[src/rtl/fmbs_pkg.sv]
// Shared types and constants for the FLAC metadata block stripper.
// Depends on nothing; every other file in rtl/ refers to it by scoped names.
package fmbs_pkg;

   // Status codes reported with the end-of-file byte.
   localparam logic [1:0] STATUS_OK        = 2'd0;
   localparam logic [1:0] STATUS_BADMARK   = 2'd1;
   localparam logic [1:0] STATUS_TRUNCHDR  = 2'd2;
   localparam logic [1:0] STATUS_NOAUDIO   = 2'd3;

   localparam logic [7:0] LAST_FLAG_MASK = 8'h80;
   localparam logic [1:0] HEADER_LAST_IDX = 2'd3;

   // Depth of the queue between the parser and the output stage.
   localparam int QUEUE_DEPTH = 4;
   localparam int QUEUE_AW    = $clog2(QUEUE_DEPTH);

   // One classified byte, as handed from the parser to the output stage.
   typedef struct packed {
      logic [7:0] data;
      logic       pass;
      logic       eof;
      logic [1:0] status;
   } entry_type;

   // The four-byte stream marker "fLaC".
   function automatic logic [7:0] marker_byte(input logic [1:0] idx);
      logic [7:0] b;
      case (idx)
         2'd0: b = 8'h66;
         2'd1: b = 8'h4C;
         2'd2: b = 8'h61;
         2'd3: b = 8'h43;
         default: b = 8'h66;
      endcase
      return b;
   endfunction

endpackage

[src/rtl/fmbs_front.sv]
// Parser front end: tracks marker, header and body position of the stream.
// Classifies each request byte and pushes the result into the queue. Uses fmbs_pkg.
module fmbs_front (
   input  logic               clock,
   input  logic               reset,
   input  logic               accept,
   input  logic [7:0]         in_byte,
   input  logic               end_of_file,
   output fmbs_pkg::entry_type entry
);

   typedef enum logic [2:0] {
      PH_MARKER = 3'd0,
      PH_HEADER = 3'd1,
      PH_BODY   = 3'd2,
      PH_AUDIO  = 3'd3,
      PH_ERROR  = 3'd4
   } phase_type;

   phase_type   phase_ff, phase_in;
   logic [1:0]  idx_ff, idx_in;
   logic [23:0] skip_ff, skip_in;
   logic        last_ff, last_in;
   logic [1:0]  err_ff, err_in;

   logic [23:0] skip_shift;
   logic [23:0] skip_dec;

   assign skip_shift = (idx_ff == 2'd0) ? 24'd0 : {skip_ff[15:0], in_byte};
   assign skip_dec   = (skip_ff != 24'd0) ? (skip_ff - 24'd1) : skip_ff;

   always_comb begin
      phase_in     = phase_ff;
      idx_in       = idx_ff;
      skip_in      = skip_ff;
      last_in      = last_ff;
      err_in       = err_ff;
      entry.data   = in_byte;
      entry.pass   = 1'b0;
      entry.eof    = end_of_file;
      entry.status = fmbs_pkg::STATUS_OK;

      case (phase_ff)
         PH_MARKER: begin
            if (in_byte != fmbs_pkg::marker_byte(idx_ff)) begin
               phase_in     = PH_ERROR;
               err_in       = fmbs_pkg::STATUS_BADMARK;
               entry.status = fmbs_pkg::STATUS_BADMARK;
            end else if (idx_ff == fmbs_pkg::HEADER_LAST_IDX) begin
               phase_in     = PH_HEADER;
               idx_in       = 2'd0;
               entry.status = fmbs_pkg::STATUS_TRUNCHDR;
            end else begin
               idx_in       = idx_ff + 2'd1;
               entry.status = fmbs_pkg::STATUS_BADMARK;
            end
         end
         PH_HEADER: begin
            if (idx_ff == 2'd0) begin
               last_in = (in_byte & fmbs_pkg::LAST_FLAG_MASK) != 8'd0;
            end
            skip_in = skip_shift;
            if (idx_ff == fmbs_pkg::HEADER_LAST_IDX) begin
               idx_in = 2'd0;
               if (skip_shift == 24'd0) begin
                  phase_in = last_ff ? PH_AUDIO : PH_HEADER;
               end else begin
                  phase_in = PH_BODY;
               end
               entry.status = fmbs_pkg::STATUS_NOAUDIO;
            end else begin
               idx_in       = idx_ff + 2'd1;
               entry.status = fmbs_pkg::STATUS_TRUNCHDR;
            end
         end
         PH_BODY: begin
            skip_in = skip_dec;
            if (skip_dec == 24'd0) begin
               phase_in = last_ff ? PH_AUDIO : PH_HEADER;
               if (!last_ff) begin
                  idx_in = 2'd0;
               end
            end
            entry.status = fmbs_pkg::STATUS_NOAUDIO;
         end
         PH_AUDIO: begin
            entry.pass = 1'b1;
         end
         default: begin
            entry.status = err_ff;
         end
      endcase

      if (!end_of_file) begin
         entry.status = fmbs_pkg::STATUS_OK;
      end else begin
         // The end of a file returns the parser to its start for the next file.
         phase_in = PH_MARKER;
         idx_in   = 2'd0;
         skip_in  = 24'd0;
         last_in  = 1'b0;
         err_in   = fmbs_pkg::STATUS_OK;
      end
   end

   always_ff @(posedge clock) begin
      if (reset) begin
         phase_ff <= PH_MARKER;
         idx_ff   <= 2'd0;
         skip_ff  <= 24'd0;
         last_ff  <= 1'b0;
         err_ff   <= fmbs_pkg::STATUS_OK;
      end else if (accept) begin
         phase_ff <= phase_in;
         idx_ff   <= idx_in;
         skip_ff  <= skip_in;
         last_ff  <= last_in;
         err_ff   <= err_in;
      end
   end

endmodule

[src/rtl/fmbs_queue.sv]
// Short first-in first-out queue of classified bytes between parser and output.
// Uses fmbs_pkg for the entry type and depth.
module fmbs_queue (
   input  logic                clock,
   input  logic                reset,
   input  logic                push,
   input  fmbs_pkg::entry_type push_entry,
   input  logic                pop,
   output fmbs_pkg::entry_type head_entry,
   output logic                full,
   output logic                empty
);

   fmbs_pkg::entry_type slot_ff [fmbs_pkg::QUEUE_DEPTH];

   logic [fmbs_pkg::QUEUE_AW-1:0] wr_ptr_ff, wr_ptr_in;
   logic [fmbs_pkg::QUEUE_AW-1:0] rd_ptr_ff, rd_ptr_in;
   logic [fmbs_pkg::QUEUE_AW:0]   count_ff, count_in;

   assign full       = (count_ff == (fmbs_pkg::QUEUE_AW + 1)'(fmbs_pkg::QUEUE_DEPTH));
   assign empty      = (count_ff == '0);
   assign head_entry = slot_ff[rd_ptr_ff];

   always_comb begin
      wr_ptr_in = push ? (wr_ptr_ff + 1'b1) : wr_ptr_ff;
      rd_ptr_in = pop  ? (rd_ptr_ff + 1'b1) : rd_ptr_ff;
      count_in  = count_ff;
      if (push && !pop) begin
         count_in = count_ff + 1'b1;
      end else if (pop && !push) begin
         count_in = count_ff - 1'b1;
      end
   end

   always_ff @(posedge clock) begin
      if (push) begin
         slot_ff[wr_ptr_ff] <= push_entry;
      end
   end

   always_ff @(posedge clock) begin
      if (reset) begin
         wr_ptr_ff <= '0;
         rd_ptr_ff <= '0;
         count_ff  <= '0;
      end else begin
         wr_ptr_ff <= wr_ptr_in;
         rd_ptr_ff <= rd_ptr_in;
         count_ff  <= count_in;
      end
   end

endmodule

[src/rtl/fmbs_back.sv]
// Output stage: takes classified bytes from the queue and forms the response.
// Holds the response register behind the rsp_ handshake. Uses fmbs_pkg.
module fmbs_back (
   input  logic                clock,
   input  logic                reset,
   input  logic                empty,
   input  fmbs_pkg::entry_type head_entry,
   output logic                pop,
   input  logic                rsp_ready,
   output logic                rsp_valid,
   output logic [7:0]          rsp_out_byte,
   output logic                rsp_out_valid,
   output logic                rsp_file_done,
   output logic [1:0]          rsp_status
);

   logic       valid_ff;
   logic [7:0] byte_ff, byte_in;
   logic       pass_ff;
   logic       done_ff;
   logic [1:0] status_ff;

   // Load a new response whenever the register is empty or being taken.
   assign pop     = !empty && (!valid_ff || rsp_ready);
   assign byte_in = head_entry.pass ? head_entry.data : 8'd0;

   always_ff @(posedge clock) begin
      if (reset) begin
         valid_ff <= 1'b0;
      end else if (pop) begin
         valid_ff <= 1'b1;
      end else if (rsp_ready) begin
         valid_ff <= 1'b0;
      end
   end

   always_ff @(posedge clock) begin
      if (pop) begin
         byte_ff   <= byte_in;
         pass_ff   <= head_entry.pass;
         done_ff   <= head_entry.eof;
         status_ff <= head_entry.status;
      end
   end

   assign rsp_valid     = valid_ff;
   assign rsp_out_byte  = byte_ff;
   assign rsp_out_valid = pass_ff;
   assign rsp_file_done = done_ff;
   assign rsp_status    = status_ff;

endmodule

[src/rtl/flac_metadata_block_stripper_core.sv]
// FLAC metadata block stripper: one response per request byte, one byte per cycle
// while responses are taken. A request passes through the queue, then the response
// register, before its response is valid.
// The parser state update is a single step that sets the rate.
// Synchronous active-high reset returns the parser to the marker check and empties
// the queue and the response register.
module flac_metadata_block_stripper_core (
   input  logic       clock,
   input  logic       reset,
   input  logic       req_valid,
   output logic       req_ready,
   input  logic [7:0] req_in_byte,
   input  logic       req_end_of_file,
   output logic       rsp_valid,
   input  logic       rsp_ready,
   output logic [7:0] rsp_out_byte,
   output logic       rsp_out_valid,
   output logic       rsp_file_done,
   output logic [1:0] rsp_status
);

   // The parser takes a request whenever the queue has room. It classifies the
   // byte from its current phase (marker, header, body, audio or error) and
   // writes the classification straight into the queue.
   fmbs_pkg::entry_type front_entry;
   fmbs_pkg::entry_type head_entry;
   logic                accept;
   logic                q_full;
   logic                q_empty;
   logic                pop;

   assign req_ready = !q_full;
   assign accept    = req_valid && req_ready;

   fmbs_front u_front (
      .clock       (clock),
      .reset       (reset),
      .accept      (accept),
      .in_byte     (req_in_byte),
      .end_of_file (req_end_of_file),
      .entry       (front_entry)
   );

   // The queue lets the parser keep taking bytes while a response stalls.
   fmbs_queue u_queue (
      .clock      (clock),
      .reset      (reset),
      .push       (accept),
      .push_entry (front_entry),
      .pop        (pop),
      .head_entry (head_entry),
      .full       (q_full),
      .empty      (q_empty)
   );

   // The output stage zeroes bytes that are not audio and holds each response
   // in a register until it is taken.
   fmbs_back u_back (
      .clock         (clock),
      .reset         (reset),
      .empty         (q_empty),
      .head_entry    (head_entry),
      .pop           (pop),
      .rsp_ready     (rsp_ready),
      .rsp_valid     (rsp_valid),
      .rsp_out_byte  (rsp_out_byte),
      .rsp_out_valid (rsp_out_valid),
      .rsp_file_done (rsp_file_done),
      .rsp_status    (rsp_status)
   );

endmodule
[config.mk]
export PLATFORM = sky130hd
export DESIGN_NAME = flac_metadata_block_stripper_core
export DESIGN_NICKNAME = d
export VERILOG_FILES = /design/src/rtl/fmbs_pkg.sv /design/src/rtl/fmbs_front.sv /design/src/rtl/fmbs_queue.sv /design/src/rtl/fmbs_back.sv /design/src/rtl/flac_metadata_block_stripper_core.sv
export SDC_FILE = /design/constraint.sdc
export NUM_CORES = 1
export LEC_CHECK = 0
export BUFFER_PORTS_ARGS = -buffer_cell sky130_fd_sc_hd__buf_4
export CORE_MARGIN = 5
export CORE_UTILIZATION = 55
export DETAILED_ROUTE_END_ITERATION = 10
export GPL_TIMING_DRIVEN = 0
export PLACE_DENSITY_LB_ADDON = 0.12
export SYNTH_ARGS = -nofsm -noshare
export SYNTH_HDL_FRONTEND = slang
export SYNTH_SLANG_ARGS = --single-unit
[constraint.sdc]
create_clock -name clock -period 2.65 [get_ports clock]
set_clock_uncertainty 0.1 [all_clocks]
set_input_delay 0 -clock clock [delete_from_list [all_inputs] [get_ports clock]]
set_output_delay 0 -clock clock [all_outputs]
set_load 0.02 [all_outputs]
# [Word level (Yosys, flattened, before mapping)]
# Memory sizes are Yosys's and may differ from the RTL's. A register that Yosys moved wholly into a read port is not among the register bits.
# Cells that the tools add are included.
[op_classes] shift=0 div=0 mux=40 multipliers=0 bitwise=0 eq_ne=13 n_addsub=6 order_cmp=0 n_reduce_logical=29
[ops] cell="$mux W24" count=3
[ops] cell="$logic_not A24 Y1" count=2
[ops] cell="$pmux W24 S2" count=1
[ops] cell="$pmux W8 S4" count=1
[ops] cell="$mux W2" count=14
[ops] cell="$mux W3" count=8
[ops] cell="$reduce_bool A24 Y1" count=1
[ops] cell="$sub A24 B1 Y24 const B" count=1
[ops] cell="$reduce_bool A2 Y1" count=6
[ops] cell="$reduce_and A5 Y1" count=2
[ops] cell="$mux W1" count=9
[ops] cell="$pmux W3 S3" count=1
[ops] cell="$mux W8" count=1
[ops] cell="$ne A8 B8 Y1" count=1
[ops] cell="$pmux W2 S4" count=1
[ops] cell="$add A2 B1 Y2 const B" count=3
[ops] cell="$eq A3 B2 Y1 const B" count=2
[ops] cell="$logic_not A3 Y1" count=2
[ops] cell="$ne A3 B2 Y1 const B" count=2
[ops] cell="$ne A3 B3 Y1 const B" count=2
[ops] cell="$pmux W2 S3" count=1
[ops] cell="$reduce_and A3 Y1" count=2
[ops] cell="$logic_not A1 Y1" count=5
[ops] cell="$eq A2 B2 Y1 const B" count=2
[ops] cell="12 further kinds" count=15
[word_totals] memories=1 reg_bits=52 in_bits=13 rom_bits=0 ramBits=48 latch_bits=0 output_inout_bits=14 word_cells=102
[memory_table] memory="u_queue.slot_ff" words=4 width=12 read_ports=1 rd_clocked_by_memory_dff=1 wr=1 line_no="fmbs_queue.sv:14" rtl="fmbs_pkg::entry_type slot_ff [fmbs_pkg::QUEUE_DEPTH];"

# [Logic depth before layout (Yosys ltp)]
# Gate-level depths: netlist (run 1).
[logic_depth] word_depth=7 mapped_depth=11 mapped_depth_nobuf=10

# [Cells and area by module]
# Synthesis (run 1) repeated with hierarchy kept, for this count alone.
[unflattened] hier_cells=502 hier_area_um2=5368.9
[modules_own_cells] module="fmbs_front" cells_per_inst=370 seq_area_each_um2=620.6 area_per_inst_um2=2727.6 instances=1
[modules_own_cells] module="fmbs_queue" cells_per_inst=106 seq_area_each_um2=1621.6 area_per_inst_um2=2164.6 instances=1
[modules_own_cells] module="fmbs_back" cells_per_inst=24 seq_area_each_um2=380.4 area_per_inst_um2=466.7 instances=1
[modules_own_cells] module="flac_metadata_block_stripper_core" cells_per_inst=2 seq_area_each_um2=0.0 area_per_inst_um2=10.0 instances=1

# [Worst setup path before layout (run 1)]
# OpenSTA, ideal clock, no wires.
[synth_timing] kind="register to register" startpoint="register u_front.skip_ff[0]" endpoint="register u_front.idx_ff[0]" path_buffers=0 synth_period_minus_slack_ns=2.889 t_arrival_ns=2.662 path_stages_with_launch=11 slack_ns=-0.239 setup_time_ns=0.126 required_time_ns=2.424 cell_sequence="dfxtp_1 inv_1 ha_1 nor3b_1 nand3_1 or4_2 and4_1 nor4bb_1 nand4_1 a21oi_1 mux2i_1"
[synth_via] elab_chain_cells=5 word_cells_on_any_way=6 cone_classes="1 x add/sub; 1 x eq/ne; 1 x mux; 3 x reduce/logical"
[synth_lines] item="start: declaration" line_no="fmbs_front.sv:22" rtl="logic [23:0] skip_ff, skip_in;"
[synth_lines] item="start signal: assignment" line_no="fmbs_front.sv:116" rtl="skip_ff <= skip_in;"
[synth_lines] item="$sub A24 B1 Y24 / $reduce_bool A24 Y1 (equally long branches)" line_no="fmbs_front.sv:30" rtl="assign skip_dec = (skip_ff != 24'd0) ? (skip_ff - 24'd1) : skip_ff;"
[synth_lines] item="$mux W24 (*)" line_no="fmbs_front.sv:30"
[synth_lines] item="$logic_not A24 Y1 (*)" line_no="fmbs_front.sv:78" rtl="if (skip_dec == 24'd0) begin"
[synth_lines] item="$ne A3 B2 Y1 (no line) (*)"
[synth_lines] item="$reduce_and A5 Y1 (no line) (*)"
[synth_lines] item="end signal: assignment" line_no="fmbs_front.sv:115" rtl="idx_ff <= idx_in;"
[synth_lines] item="end: declaration" line_no="fmbs_front.sv:21" rtl="logic [1:0] idx_ff, idx_in;"
# Mark *: on every way between the ends. The rest lies on a longest branch, timed or not.
# A chain may end at the register's enable or synchronous reset.

# [Final worst setup path (run 1)]
[layout_timing] startpoint="register u_front.skip_ff[0]" endpoint="register u_front.phase_ff[0]"
[layout_via] elab_chain_cells=6 word_cells_on_any_way=12 cone_classes="1 x add/sub; 1 x eq/ne; 6 x mux; 4 x reduce/logical"
[layout_lines] item="parallel branches: the longest is 6 deep, another holds $sub A24 B1 Y24"
[layout_lines] item="end signal: assignment" line_no="fmbs_front.sv:114" rtl="phase_ff <= phase_in;"
[layout_lines] item="end: declaration" line_no="fmbs_front.sv:20" rtl="phase_type phase_ff, phase_in;"
# Several ways; the timed one is not identified. The select of a mux whose other input is x is not followed.

==> results.toml, run 1 <==
[cells_and_area]
nets = 583
final_cells = 674
n_antenna_cell = 0
area_delta_synth_final_pct = 20.2
drive_gt1_share_pct = 22.6
final_area_um2 = 6230

[sta]
fin_ws_ns = -0.226
slew_viol_final = 0
timing.final.hold_violations = 0
finalCritPeriodShare_pct = 109
setup_tns_ns = -0.911
worst_slew_pin_slew_ns = 0.896
setup_violations = 6
fmax_mhz = 348
grt_setup_unrepaired = "yes"
maxSlewHeadroom_pct = 39.7
min_period_ns = 2.88

[placement]
place_area_um2 = 5580
dp.cells = 627
gp_congestion = 0.935
hpwl_um = 8740
io_buffers = 26
place_ws_ns = -0.929

[flow_run]
cap_viol_max_count = 0

[cts]
cts.sinks = 101
cts-htree-levels = 3
clock_latency_ns = 0.37
clock_path_buffers = 2
cts_buffers = 9
tritoncts = "built"
root_buffer = "clkbuf_8"
clkSlewWorstSetupHoldPaths_ns = 0.10

[floorplanning]
row_count = 35
die_w_um = 107
boundaryPins = 27
die_area_um2 = 11500
die_h_um = 107
core_um2 = 9200
start_util_pct = 56.3

[routing]
num_vias = 4231
drt_iter0_drc = 316
drt-total-wl_um = 13100
first_pass_iters = 5
viasPerCell = 6.28
postRouteAntennaNets = 0
wl_per_cell_um = 19.4
drc = 0

[critical_path]
cp_common_cell = "nand4_1"
crit_fanout = 5
cp_data_arrival_time_ns = 3.05
critPathRequiredTime_ns = 2.83
crit_start = "u_front.skip_ff[0]$_SDFFE_PP0P_"
slowest_stage = "dfxtp_4"
path_buf_inv = 3
reg2reg_setup_slack_ns = -0.23
crit_path_cell_trace = "inv_4 -> ha_4 -> nor3b_4 -> nand4_1 -> buf_4 -> nor3_1 -> o211ai_1 -> nor4bb_2 -> nand4_1 -> buf_6 -> and2_4 -> o32ai_2"
crit_path_end_kind = "flip-flop"
r2r-start = "u_front.skip_ff[0]$_SDFFE_PP0P_"
cp_top_family = "simple AND/OR/NAND/NOR gates"
critPathMaxStageDelay_ns = 0.37
worstSetupStartpointType = "flip-flop"
crit_type = "reg -> reg"

[synthesis]
synth-edff-count = 60
ys.flop_type = "edfxtp_1"
syn_inst = 490
netlist_area_um2 = 5180
ys_warn_count = 0
yosysUniqueCellTypes = 60
yosysSeqAreaShare_pct = 50.6
synth_common_cells = "60 x edfxtp_1, 51 x nor2_1, 41 x dfxtp_1"
yosysTopAreaCell = "edfxtp_1"
synthTopCellsByArea = "edfxtp_1 35%, dfxtp_1 16%, mux4_2 4.8%"
syn_avg_cell_area_um2 = 10.6
syn-num-nets = 515
synth.most_common_cell = "edfxtp_1"
yosysTopAreaCellShare_pct = 34.8
ys_ff_latch = 101
async_reset_ff_share_pct = 0

[grt]
grt_pass1_vias = 4176
grt_max_degree = 21
gr-usage-all-layers_pct = 23.4
grt_pass1_wl_um = 21100
overflow = 0
antenna_found_initial = 0

[pwr]
p_comb_share_pct = 30.7
ir_drop_mv = 0.384
internal-power_mw = 2.91
power_mw = 4.36
clock_power_share_pct = 22.2
swShare_pct = 33.2
power.switching_mw = 1.45
power.share.sequential_pct = 47.1
power_density_nw_per_um2 = 700
p_leak_nw = 2.23

[hold_path]
hold_class = "in -> reg"
hold_start = "req_valid"

[status]
violations = "negative setup slack"
status = "complete, but fails checks"
[timing repair]
item,4_1_cts,5_1_grt
endpoints found under the setup margin,15,30
resized for setup,37,7
endpoints found under the hold margin,46,0
hold buffers,11,0
pin swaps,12,3
buffers inserted,20,2
[worst min-delay path: cells and delay by family]
kind / cells / cell delay, ns
xor gates and xnor gates: 1 / 0.07
buffers and inverters: 2 / 0.25
and+or+nand+nor: 2 / 0.20
[routing by layer]
layer	GRT usage, %	vias up	share of wire [%]	routed length [µm]
li1	-	1964	-	-
met1	28.8	2036	41	5360
met2	39.3	184	49	6440
met3	3.55	47	5.7	748
met4	13.1	0	4.1	530
met5	0	-	0	0
[kinds of logic after synthesis]
kind of cell / after synthesis / share of synthesized area (%)
flops: 101 / 50.6
buf+inv: 44 / 3.84
fa+ha+maj: 12 / 3.04
simple gates: 196 / 21.1
mux: 18 / 6.16
compound gates: 100 / 12.0
xor+xnor: 19 / 3.21
[power by group through the flow]
stage                     clock network, mW  logic (mW)  registers [mW]
after global placement                    0        1.23            2.09
after floorplan                           0       0.729            2.21
after detailed placement                  0        1.26            2.10
final                                 0.968        1.34            2.06
after CTS                             0.991        1.33            2.06
after global routing                   1.06        1.45            2.08
[worst paths after layout]
kind,end,depth (start not counted)
hold / removal,u_queue.wr_ptr_ff[0]$_SDFFE_PP0P_,5
hold reg to reg,u_front.last_ff$_SDFFE_PP0P_,2
setup / recovery,u_front.phase_ff[0]$_SDFFE_PP0P_,12
setup reg to reg,u_front.phase_ff[0]$_SDFFE_PP0P_,12
[registers in the layout, indices dropped and copies added, names as in the netlist, named ones only]
name,count
u_front.err_ff,1
u_queue.count_ff,3
u_front.last_ff,1
u_back.rsp_out_valid,1
u_front.phase_ff,3
u_back.rsp_status,2
u_back.rsp_file_done,1
u_queue.rd_ptr_ff,2
u_queue.wr_ptr_ff,2
u_back.rsp_valid,1
u_back.rsp_out_byte,8
u_queue.slot_ff,48
u_front.skip_ff,24
u_front.idx_ff,2
[metrics by stage]
| stage | utilization (%) | hold slack (ns) |
|---|---|---|
| after detailed placement | 60.6 | 0.137 |
| final | 67.7 | 0.0826 |
| after CTS | 67.3 | 0.0541 |
| after floorplan | - | -0.00113 |
| after global routing | 67.7 | 0.0940 |
| after global placement | 60.6 | 0.126 |
[placed cells by master (no fill, tap or decap), types with 5 or more instances in the layout]
master	n
edfxtp_1	60
nor2_1	48
buf_4	47
o21ai_0	35
dfxtp_1	35
nand2_1	29
a21oi_1	21
clkbuf_1	20
a22oi_1	18
nand3b_1	17
inv_1	11
nor2b_1	11
xnor2_1	11
mux4_2	11
dlygate4sd3_1	11
ha_1	9
clkbuf_8	9
xor2_1	8
nor4_1	8
nor3_1	7
and3_1	7
nand4_1	7
mux2i_1	6
nand3_1	6
buf_6	5
or4_4	5
nor3b_1	5
or3_1	5
nand2b_1	5
[final cells by class]
class | count | area [µm²]
multi-input cells | 345 | 2580
well taps | 111 | 139
clock inverters | 7 | 75.1
fillers | 708 | 2970
flip-flops and latches | 101 | 2640
clock buffers | 9 | 124
inverters | 13 | 53.8
repair buffers | 59 | 474
plain buffers | 29 | 144
Power figures use the tool's default switching activity.
==> inputs of run 2 (changes only) <==
- GPL_TIMING_DRIVEN: 0 -> default
==> run 2 against run 1 <==
Routed wire length decreased by 3.5%. Total power increased by 1.0%. The flow still finishes with violations (negative setup slack). Clock power increased by 2.2%. Largest power group unchanged. Final area increased by 4.8%. Count of clock-buffer cells in the layout increased by 1. Core utilization increased by 3.3 points. Final cell count increased by 5.5%. Highest routed layer unchanged.
==> results.toml, run 2 (same netlist as run 1, synthesis figures left out) <==
[status]
status = "complete, but fails checks"
violations = "negative setup slack"

[routing]
wl_per_cell_um = 17.8
drc = 0
drt-total-wl_um = 12600
wl_met1_um = 5290
postRouteAntennaNets = 0
drt_iter0_drc = 313
maxUsedRoutingLayer = "met4"
wl_met3_um = 520
wl_met2_um = 6440
num_vias = 4212
viasPerCell = 5.92
first_pass_iters = 6

[sta]
grt_setup_unrepaired = "yes"
fin_ws_ns = -0.131
setup_violations = 6
slew_viol_final = 0
timing.final.hold_violations = 0
min_period_ns = 2.78
fmax_mhz = 360
hold_ws_ns = 0.220
maxSlewHeadroom_pct = 48.7
finalCritPeriodShare_pct = 105
worst_slew_pin_slew_ns = 0.770

[critical_path]
worstSetupStartpointType = "flip-flop"
crit_path_end_kind = "flip-flop"
critPathRequiredTime_ns = 2.84
crit_type = "reg -> reg"
crit_start = "u_front.skip_ff[12]$_SDFFE_PP0P_"
crit_fanout = 5
r2r-start = "u_front.skip_ff[12]$_SDFFE_PP0P_"
cp_data_arrival_time_ns = 2.97

[cells_and_area]
largest-register = "u_queue.slot_ff"
final_cell_mix = "110 x buf_4, 60 x edfxtp_1, 47 x nor2_1"
final_cells = 711
n_antenna_cell = 0
multi_input_area_um2 = 2530
nets = 620
seq_area_um2 = 2630
drive_gt1_share_pct = 30.2
largest_register_ffs = 48
final_common_cell = "buf_4"
fill_cells = 689
area_delta_synth_final_pct = 26.0

[placement]
io_buffers = 26
gp_congestion = 0.943
hpwl_um = 8670
place_ws_ns = -0.209
dp.cells = 676

[grt]
grt_pass1_vias = 4271
antenna_found_initial = 0
overflow = 0
gr-usage-all-layers_pct = 22.8
grt_pass1_wl_um = 20700
grt_max_degree = 44

[cts]
tritoncts = "built"
cts_buffers = 9
clock_latency_ns = 0.36
clkSlewWorstSetupHoldPaths_ns = 0.11
cts.sinks = 101
clock_path_buffers = 2
cts-htree-levels = 3
root_buffer = "clkbuf_8"

[hold_path]
hold_class = "in -> reg"
hold_start = "req_valid"

[pwr]
power_mw = 4.40
ir_drop_mv = 0.354
p_leak_nw = 2.46
power_density_nw_per_um2 = 675

[floorplanning]
start_util_pct = 56.3
core_um2 = 9200
die_w_um = 107
boundaryPins = 27
row_count = 35
die_h_um = 107
die_area_um2 = 11500

[flow_run]
cap_viol_max_count = 0
-- run 2: final timing paths --
kind / endpoint / slack [ns] / cells past startpoint
min: u_queue.wr_ptr_ff[0]$_SDFFE_PP0P_ / 0.22 / 5
max: u_front.phase_ff[0]$_SDFFE_PP0P_ / -0.13 / 9
min reg2reg: u_front.last_ff$_SDFFE_PP0P_ / 0.40 / 2
max reg2reg: u_front.phase_ff[0]$_SDFFE_PP0P_ / -0.13 / 9
-- run 2: timing repair --
item                                    CTS  global route
resized for setup                        14            18
pin swaps                                 7            11
endpoints found under the hold margin    71             0
buffers inserted                          5             2
hold buffers                             12             0
endpoints found under the setup margin    9            16
-- run 2: metrics by stage --
step	TNS (ns)	util, %	instance area (µm²)
detailed placement	-1.17	65.5	6020
global placement	-0.947	65.5	6020
finish	-0.599	71.0	6530
floorplan	-0.0683	-	5240
CTS	-0.421	70.1	6440
global route	-1.43	71.0	6530
-- run 2: metal layers --
| layer | track usage [%] | vias to the layer above |
|---|---|---|
| li1 | - | 2027 |
| met3 | 2.95 | 34 |
| met5 | 0 | - |
| met4 | 8.77 | 0 |
| met1 | 28.1 | 2028 |
| met2 | 40.5 | 123 |
-- run 2: worst max-delay path, stage by stage (launching register included) --
cell and delay (ns):
dfxtp_2 0.35, or4_4 0.54, or4_4 0.45, o31ai_4 0.19, o211ai_1 0.12, nor4bb_1 0.29, nand4_1 0.12, buf_4 0.17
and2_4 0.16, o32ai_2 0.22
-- run 2: area by class of cell --
type	count	share of cell area, %
timing repair buffer	125	15.0
inverter	13	0.786
clock buffer	10	2.11
tap	111	2.13
sequential	101	40.2
clock inverter	6	1.02
multi-input combinational	345	38.7
-- run 2: report_power, final --
part	switching [mW]	internal, mW	total, mW
Sequential	0.103	1.95	2.06
Clock	0.592	0.397	0.989
Combinational	0.730	0.629	1.36
Total	1.42	2.98	4.40
